--- config.mk ---
export PLATFORM = sky130hd
export DESIGN_NAME = fuwm_ctrl
export DESIGN_NICKNAME = d
export VERILOG_FILES = /design/src/design/fuwm_pkg.sv /design/src/design/fuwm_ctrl.sv
export SDC_FILE = /design/constraint.sdc
export NUM_CORES = 1
export LEC_CHECK = 0
export BUFFER_PORTS_ARGS = -buffer_cell sky130_fd_sc_hd__buf_2
export CAP_MARGIN = 10
export CORE_AREA = 10 10 47 49
export CTS_BUF_LIST = sky130_fd_sc_hd__clkbuf_4 sky130_fd_sc_hd__clkbuf_8
export DETAILED_ROUTE_END_ITERATION = 10
export DIE_AREA = 0 0 57 59
export PLACE_DENSITY_LB_ADDON = 0.15
export SLEW_MARGIN = 20
export SYNTH_ARGS = -nofsm -noshare
export SYNTH_HDL_FRONTEND = slang
export SYNTH_SLANG_ARGS = --single-unit
--- constraint.sdc ---
create_clock -name clock -period 1.3 [get_ports clock]
set_input_delay 0.26 -clock clock [delete_from_list [all_inputs] [get_ports clock]]
set_output_delay 0.26 -clock clock [all_outputs]
set_load 0.05 [all_outputs]
--- src/design/fuwm_pkg.sv ---
package fuwm_pkg;

   localparam int OP_W      = 2;
   localparam int FRAME_W   = 32;
   localparam int SIZE_W    = 24;
   localparam int USAGE_W   = 32;
   localparam int CNT_OUT_W = 7;
   localparam int CSR_IDX_W = 1;
   localparam int CSR_W     = 32;

   localparam logic [OP_W-1:0] OP_BEGIN_FRAME   = 2'd0;
   localparam logic [OP_W-1:0] OP_ALLOCATE      = 2'd1;
   localparam logic [OP_W-1:0] OP_READ_STATS    = 2'd2;
   localparam logic [OP_W-1:0] OP_CLEAR_HISTORY = 2'd3;

   localparam logic [CSR_IDX_W-1:0] CSR_WARNING_LEVEL  = 1'd0;
   localparam logic [CSR_IDX_W-1:0] CSR_CRITICAL_LEVEL = 1'd1;

   typedef struct packed {
      logic begin_frame;
      logic allocate;
      logic clear;
      logic stats_start;
      logic rd_issue;
      logic div_load;
      logic div_step;
      logic load_out;
   } fuwm_cmd_type;

   typedef struct packed {
      logic window_empty;
      logic last_read;
      logic div_last;
      logic out_free;
   } fuwm_sts_type;

endpackage

--- src/design/fuwm_ctrl.sv ---
module fuwm_ctrl (
   input  logic                          clock,
   input  logic                          reset,
   input  logic                          req_valid,
   output logic                          req_ready,
   input  logic [fuwm_pkg::OP_W-1:0]     req_operation,
   input  fuwm_pkg::fuwm_sts_type        sts,
   output fuwm_pkg::fuwm_cmd_type        cmd
);

   localparam logic [2:0] ST_IDLE   = 3'd0;
   localparam logic [2:0] ST_SCAN   = 3'd1;
   localparam logic [2:0] ST_TAIL   = 3'd2;
   localparam logic [2:0] ST_LOAD   = 3'd3;
   localparam logic [2:0] ST_DIV    = 3'd4;
   localparam logic [2:0] ST_FINISH = 3'd5;

   logic [2:0] state_ff;
   logic [2:0] state_in;

   assign req_ready = (state_ff == ST_IDLE);

   always_comb begin
      cmd      = '0;
      state_in = state_ff;
      unique case (state_ff)
         ST_IDLE: begin
            if (req_valid) begin
               unique case (req_operation)
                  fuwm_pkg::OP_BEGIN_FRAME:   cmd.begin_frame = 1'b1;
                  fuwm_pkg::OP_ALLOCATE:      cmd.allocate    = 1'b1;
                  fuwm_pkg::OP_CLEAR_HISTORY: cmd.clear       = 1'b1;
                  fuwm_pkg::OP_READ_STATS: begin
                     cmd.stats_start = 1'b1;
                     state_in        = sts.window_empty ? ST_FINISH : ST_SCAN;
                  end
                  default: cmd = '0;
               endcase
            end
         end
         ST_SCAN: begin
            cmd.rd_issue = 1'b1;
            if (sts.last_read) begin
               state_in = ST_TAIL;
            end
         end
         ST_TAIL: begin
            state_in = ST_LOAD;
         end
         ST_LOAD: begin
            cmd.div_load = 1'b1;
            state_in     = ST_DIV;
         end
         ST_DIV: begin
            cmd.div_step = 1'b1;
            if (sts.div_last) begin
               state_in = ST_FINISH;
            end
         end
         ST_FINISH: begin
            if (sts.out_free) begin
               cmd.load_out = 1'b1;
               state_in     = ST_IDLE;
            end
         end
         default: state_in = ST_IDLE;
      endcase
   end

   always_ff @(posedge clock) begin
      if (reset) begin
         state_ff <= ST_IDLE;
      end else begin
         state_ff <= state_in;
      end
   end

endmodule

### Word level (Yosys, flattened, before mapping)

Cells that the tools add are included.
W data, S select, Z words.

* register bits after elaboration: 3
* bits of input ports: 9
* output and inout bits: 9
* logic and storage cells: 35

* equal/unequal tests: 13
* multiplexer cells: 18
* reduce and logical (&&, ||, !) cells: 3

Operators by type and width (number)
* $mux W3: 6
* $pmux W3 S6: 1
* $mux W8: 1
* $ne A2 B2 Y1 const B: 4
* $pmux W1 S2: 4
* $eq A3 B2 Y1 const B: 2
* $eq A3 B3 Y1 const B: 2
* $mux W1: 5
* $reduce_and A5 Y1: 1
* $eq A2 B2 Y1 const B: 2
* $mux W4: 1
* $eq A3 B1 Y1 const B: 1
* $logic_not A3 Y1: 1
* $eq A2 B1 Y1 const B: 1
* $logic_not A2 Y1: 1
* $ne A2 B1 Y1 const B: 1

### Depth between registers and ports, before layout

Gate-level depths: netlist of the first run.

* depth in word-level cells: 4
* depth in mapped cells: 4
* gate-level depth less buffers: 3

### Worst setup path after synthesis of the first run

OpenSTA, ideal clock, no wires.

* kind: reg-to-output
* start: register state_ff[2]
* end: output cmd[6] (netlist bit)
* data arrival time: 2.295 ns
* required time: 1.040 ns
* setup slack: -1.255 ns
* stages on the path, launching flop included: 5
* path buffers: 1
* cell sequence: dfxtp_1 -> buf_6 -> nor3_4 -> nand2_1 -> nor3b_1

RTL lines
* start: declaration: RTL line fuwm_ctrl.sv:18 `logic [2:0] state_ff;`
* start signal: assignment: RTL line fuwm_ctrl.sv:74 `state_ff <= state_in;`
* end: declaration: RTL line fuwm_ctrl.sv:8 `output fuwm_pkg::fuwm_cmd_type cmd`

==> impl_metrics.ini, run 1 <==
[run_status]
status = finished with violations
violations = negative setup slack

[clocking]
cts.clk_slew.worst_paths_ns = 0.04
numCtsBuffers = 3
cts_tree = built
ctsHtreeMaxLevel = 1
root_buffer = clkbuf_4
cts_buffer_depth = 2
insertion_delay_ns = 0.23
clkSinkCount = 3

[floorplan]
core_sq_mm = 0.00140
fp.dieW_um = 57
start_util = 0.188
ios = 18
fp.dieArea_sq_mm = 0.00336
dieHeight_um = 59
row_count = 14

[global_routing]
grt_pass1_vias = 397
grt_max_degree = 8
grt_pass1_wl_um = 1610
grt_util_all_layers = 0.0613
gr-total-overflow = 0
grt_antenna_before_repair = 0

[yosys]
netlist.area_leader.share = 0.229
synth_seq_cells = 3
synthCells = 32
synth_area_sq_um = 263
synthFlopType = dfxtp_1
async_reset_ff_frac = 0
syn_area_per_cell_sq_um = 8.21
synth.distinct_cells = 22
synth-edff-count = 0
synth_seq_area_share = 0.229
mappedNetlistNets = 41
yosysWarningCount = 0
yosysTopAreaCell = dfxtp_1
ys_top_cells_by_area = dfxtp_1 (23%), nor3b_1 (8.6%), nor3_4 (6.2%)

[place]
place_hpwl_um = 698
io_buffer_count = 17
gp_congestion = 0.676
place_ws_ns = -0.0900

[route]
vias = 360
drt_iter0_drc = 0
wl_met1_um = 391
met2_length_um = 488
viasPerCell = 4.50
drtPass1Iterations = 1
ant_nets = 0
wl_met3_um = 101
totalWireLength_um = 1000
wl_per_cell_um = 12.5
routed.top_layer = met4
drc_errors = 0

[worst_setup_path]
cp.required_ns = 1.04
criticalPathCategory = flip-flop to output pin
cp_max_fo = 3
crit_path_end_kind = output pin
cp_data_arrival_time_ns = 1.27
critPathLaunchType = flip-flop

[cells_and_area]
drive_gt1_frac = 0.797
insertedDiodeCount = 0
largestRegisters = state_ff (3)
area_growth_pct = 143
largest_register_ffs = 3
regMostFlops = state_ff
final_cell_mix = buf_4 (11), buf_2 (8), buf_6 (7)
nets = 74
final_common_cell = buf_4

[sta]
setup_tns_ns = -1.37
worst_pin_slew_ns = 0.204
setup_viol = 9
period_needed_ns = 1.53
fin_ws_ns = -0.227
hold_viol_final = 0
fmax_mhz = 655
hold_ws_ns = 0.216
min_period_over_period = 1.17
finClkSkew_ns = 0.000432
max_slew_margin = 0.864
final_max_slew_viol_count = 0
rsz0062_at_grt = yes

[power_and_ir_drop]
leakage_nw = 0.290
p_per_area_mw_per_mm2 = 927
irDropWorstVdd_uv = 368
p_total_mw = 0.591

[job]
drv_cap = 0

[min_path]
hold_path.class = input pin to flip-flop
metal layers:
metal | GRT usage | up-vias
met5 | 0 | -
met3 | 0.0386 | 2
met1 | 0.0521 | 165
met2 | 0.101 | 14
li1 | - | 179
met4 | 0.0503 | 0
Yosys cell counts (2+ instances only):
cell type	n
nor2b_1	2
a21oi_1	2
nor3b_1	3
nand2_1	4
dfxtp_1	3
nor2_1	2
worst paths after layout:
path / from / depth (start not counted) / end / slack (ns)
worst min register to register: state_ff[0] / 2 / state_ff[1] / 0.59
worst max register to register: state_ff[2] / 6 / state_ff[2] / 0.04
worst min-delay path: reset / 2 / state_ff[1] / 0.22
worst max-delay path: state_ff[2] / 4 / cmd[6] / -0.23
cell type report:
type / instances / area (sq um)
sequential: 3 / 66.3
fill: 135 / 763
clock buffer: 4 / 30.0
timing repair buffer: 30 / 267
tap: 16 / 20.0
multi-input combinational: 26 / 251
inverter: 1 / 3.75
where the power goes:
group / internal (mW) / leakage, nW / switching, mW
Clock: 0.136 / 0.0184 / 0.0469
Sequential: 0.101 / 0.0261 / 0.00894
Combinational: 0.141 / 0.245 / 0.158
Total: 0.377 / 0.290 / 0.214
logic make-up after synthesis:
group / Yosys count / share of synthesized area
compound gates: 6 / 0.152
simple gates: 18 / 0.443
flops: 3 / 0.229
mux: 2 / 0.100
buf+inv: 3 / 0.0762
what timing repair did:
action                                  4_1_cts  5_1_grt
pin swaps                                     5        1
hold buffers                                  0        0
gates resized for setup                      29        5
setup buffers                                 5        0
endpoints found under the setup margin        9       11
through the flow:
step,area [sq um],util,std cells
final,638,0.455,80
after global routing,638,0.455,80
after CTS,613,0.438,80
after detailed placement,458,0.327,71
after global placement,458,0.327,71
after floorplan,303,-,32
worst max-delay path: stages, from the launching register on:
cell and delay [ns]:
dfxtp_4 0.34, nor3_4 0.19, nand2_2 0.13, nor3b_4 0.19, buf_6 0.18
Note: power is estimated with default switching activity, not from simulation.
==> run 2: changes to the inputs <==
--- a/config.mk
+++ b/config.mk
@@ -12,6 +12,7 @@
 export DETAILED_ROUTE_END_ITERATION = 10
 export DIE_AREA = 0 0 57 59
 export PLACE_DENSITY_LB_ADDON = 0.15
+export SETUP_SLACK_MARGIN = 0.1
 export SLEW_MARGIN = 20
 export SYNTH_ARGS = -nofsm -noshare
 export SYNTH_HDL_FRONTEND = slang
==> run 2 against run 1 <==
Effect of this change: the flow still finishes with violations (negative setup slack); combinational power hardly changed; non-clock buffer count decreased by 2; count of clock-buffer cells in the layout did not move; die area stayed put; via count shrank 4.4%; setup slack better by 0.0074 ns; sequential cell count stayed put; final area is 0.78% lower; hold slack got worse by 0.0011 ns; critical endpoint unchanged; largest power group unchanged.
==> impl_metrics.ini, run 2 (same netlist as run 1, synthesis figures left out) <==
[floorplan]
start_util = 0.188
fp.dieArea_sq_mm = 0.00336
fp.dieW_um = 57
ios = 18
core_sq_mm = 0.00140
dieHeight_um = 59
row_count = 14

[run_status]
status = finished with violations
violations = negative setup slack

[place]
io_buffer_count = 17
place_hpwl_um = 713
placed_cells = 72
gp_congestion = 0.656
dpl_cell_area_sq_um = 468

[power_and_ir_drop]
leakage_nw = 0.281
combinationalPowerShare = 0.496
p_clk_frac = 0.320
irDropWorstVdd_uv = 622
p_sw_frac = 0.367
sequentialPowerShare = 0.184
p_per_area_mw_per_mm2 = 948
p_total_mw = 0.600
p_int_mw = 0.380
p_sw_mw = 0.220

[sta]
setup_viol = 9
period_needed_ns = 1.52
max_slew_margin = 0.871
finClkSkew_ns = 0.00106
min_period_over_period = 1.17
worst_pin_slew_ns = 0.194
fmax_mhz = 658
fin_ws_ns = -0.220
hold_viol_final = 0
rsz0062_at_grt = yes
final_max_slew_viol_count = 0

[route]
totalWireLength_um = 993
drtPass1Iterations = 2
wl_per_cell_um = 12.7
viasPerCell = 4.41
drt_iter0_drc = 3
vias = 344
ant_nets = 0
drc_errors = 0

[global_routing]
grt.busiest_layer = met2
grt_antenna_before_repair = 0
grt_util_all_layers = 0.0626
grt_pass1_wl_um = 1590
use_met1 = 0.0485
grt_use_met3 = 0.0622
globalRouteMet2Util = 0.102
gr-total-overflow = 0
grt_max_degree = 7
grt_pass1_vias = 373

[worst_setup_path]
max_stage_delay_ns = 0.32
reg2reg_to = state_ff[0]
criticalPathCategory = flip-flop to output pin
cp_cell_sequence = nor3_4, nand2_2, nor3b_4, buf_6
crit_family = simple AND/OR/NAND/NOR gates
critPathLaunchType = flip-flop
critPathSlowestCell = dfxtp_2
crit_path_end_kind = output pin
r2r_start = state_ff[2]
reg2reg_depth = 4
cp.required_ns = 1.04
cp.buffers_inverters = 1
cp_data_arrival_time_ns = 1.26
rrSetupSlack_ns = 0.09
cp_max_fo = 3

[cells_and_area]
final_cell_mix = buf_6 (9), buf_2 (8), buf_4 (6)
nets = 72
area_growth_pct = 141
largestRegisters = state_ff (3)
regMostFlops = state_ff
drive_gt1_frac = 0.806
fin_util = 0.452
final_area_sq_um = 633
layout.cells.non_filler = 78
final_common_cell = buf_6
largest_register_ffs = 3
insertedDiodeCount = 0

[min_path]
hold_path.class = input pin to flip-flop
min_from = reset
hold_end = state_ff[1]
holdPathStages = 2

[clocking]
cts.clk_slew.worst_paths_ns = 0.04
insertion_delay_ns = 0.24
cts_tree = built
clkSinkCount = 3
numCtsBuffers = 3
ctsHtreeMaxLevel = 1
cts_hold_repair.buffers = 0
cts_buffer_depth = 2
root_buffer = clkbuf_4

[job]
drv_cap = 0
## run 2: cell types whose count changed in the layout (fill, tap and decap cells not counted)
cell | before | now
and3b_1 | 1 | 0
and3b_2 | 0 | 1
buf_4 | 11 | 6
buf_6 | 7 | 9
buf_8 | 3 | 4
nor3b_2 | 0 | 1
nor3b_4 | 3 | 2
## run 2: worst max path at each step
| stage | start | endpoint | slack [ns] | depth (start not counted) |
|---|---|---|---|---|
| global placement | state_ff[2] | cmd[6] | -0.07 | 4 |
| global route | state_ff[1] | cmd[6] | -0.29 | 4 |
| CTS | state_ff[1] | cmd[6] | -0.24 | 4 |
| floorplan | state_ff[0] | cmd[6] | -0.59 | 4 |
| finish | state_ff[1] | cmd[6] | -0.22 | 4 |
| detailed placement | state_ff[1] | cmd[6] | -0.09 | 4 |
## run 2: layout make-up
type	count	area, sq um
fill	150	768
timing repair buffer	28	267
multi-input combinational	26	246
sequential	3	66.3
clock buffer	4	30.0
tap	16	20.0
inverter	1	3.75
## run 2: repair_timing
action,4_1_cts,5_1_grt
gates resized for setup,36,1
pin swaps,4,1
buffers inserted,2,0
setup endpoints to repair,10,10
## run 2: per-stage QoR
stage	setup slack, ns	hold WS [ns]	setup TNS (ns)
after floorplan	-0.590	0.329	-2.69
after global placement	-0.0654	0.470	-0.0796
after detailed placement	-0.0865	0.471	-0.131
after CTS	-0.237	0.208	-1.15
after global routing	-0.294	0.208	-1.71
final	-0.220	0.215	-1.10
## run 2: power by group through the flow
stage                     Clock (mW)  Combinational, mW  Sequential, mW
after floorplan                    0              0.153           0.108
after global placement             0              0.227           0.111
after detailed placement           0              0.225           0.111
after CTS                      0.198              0.294           0.111
after global routing           0.212              0.316           0.111
final                          0.192              0.298           0.110
## run 2: routing by layer
layer / vias to the layer above / routed length (um)
met5: - / 0
met4: 0 / 0
met3: 0 / 130
met2: 16 / 493
met1: 153 / 370
li1: 175 / -
## run 2: worst register-to-register path, cell delays in order, from the launching register on
cell and delay [ns]:
dfxtp_4 0.37, buf_6 0.11, mux2_4 0.29, a211o_1 0.26, a21oi_2 0.10
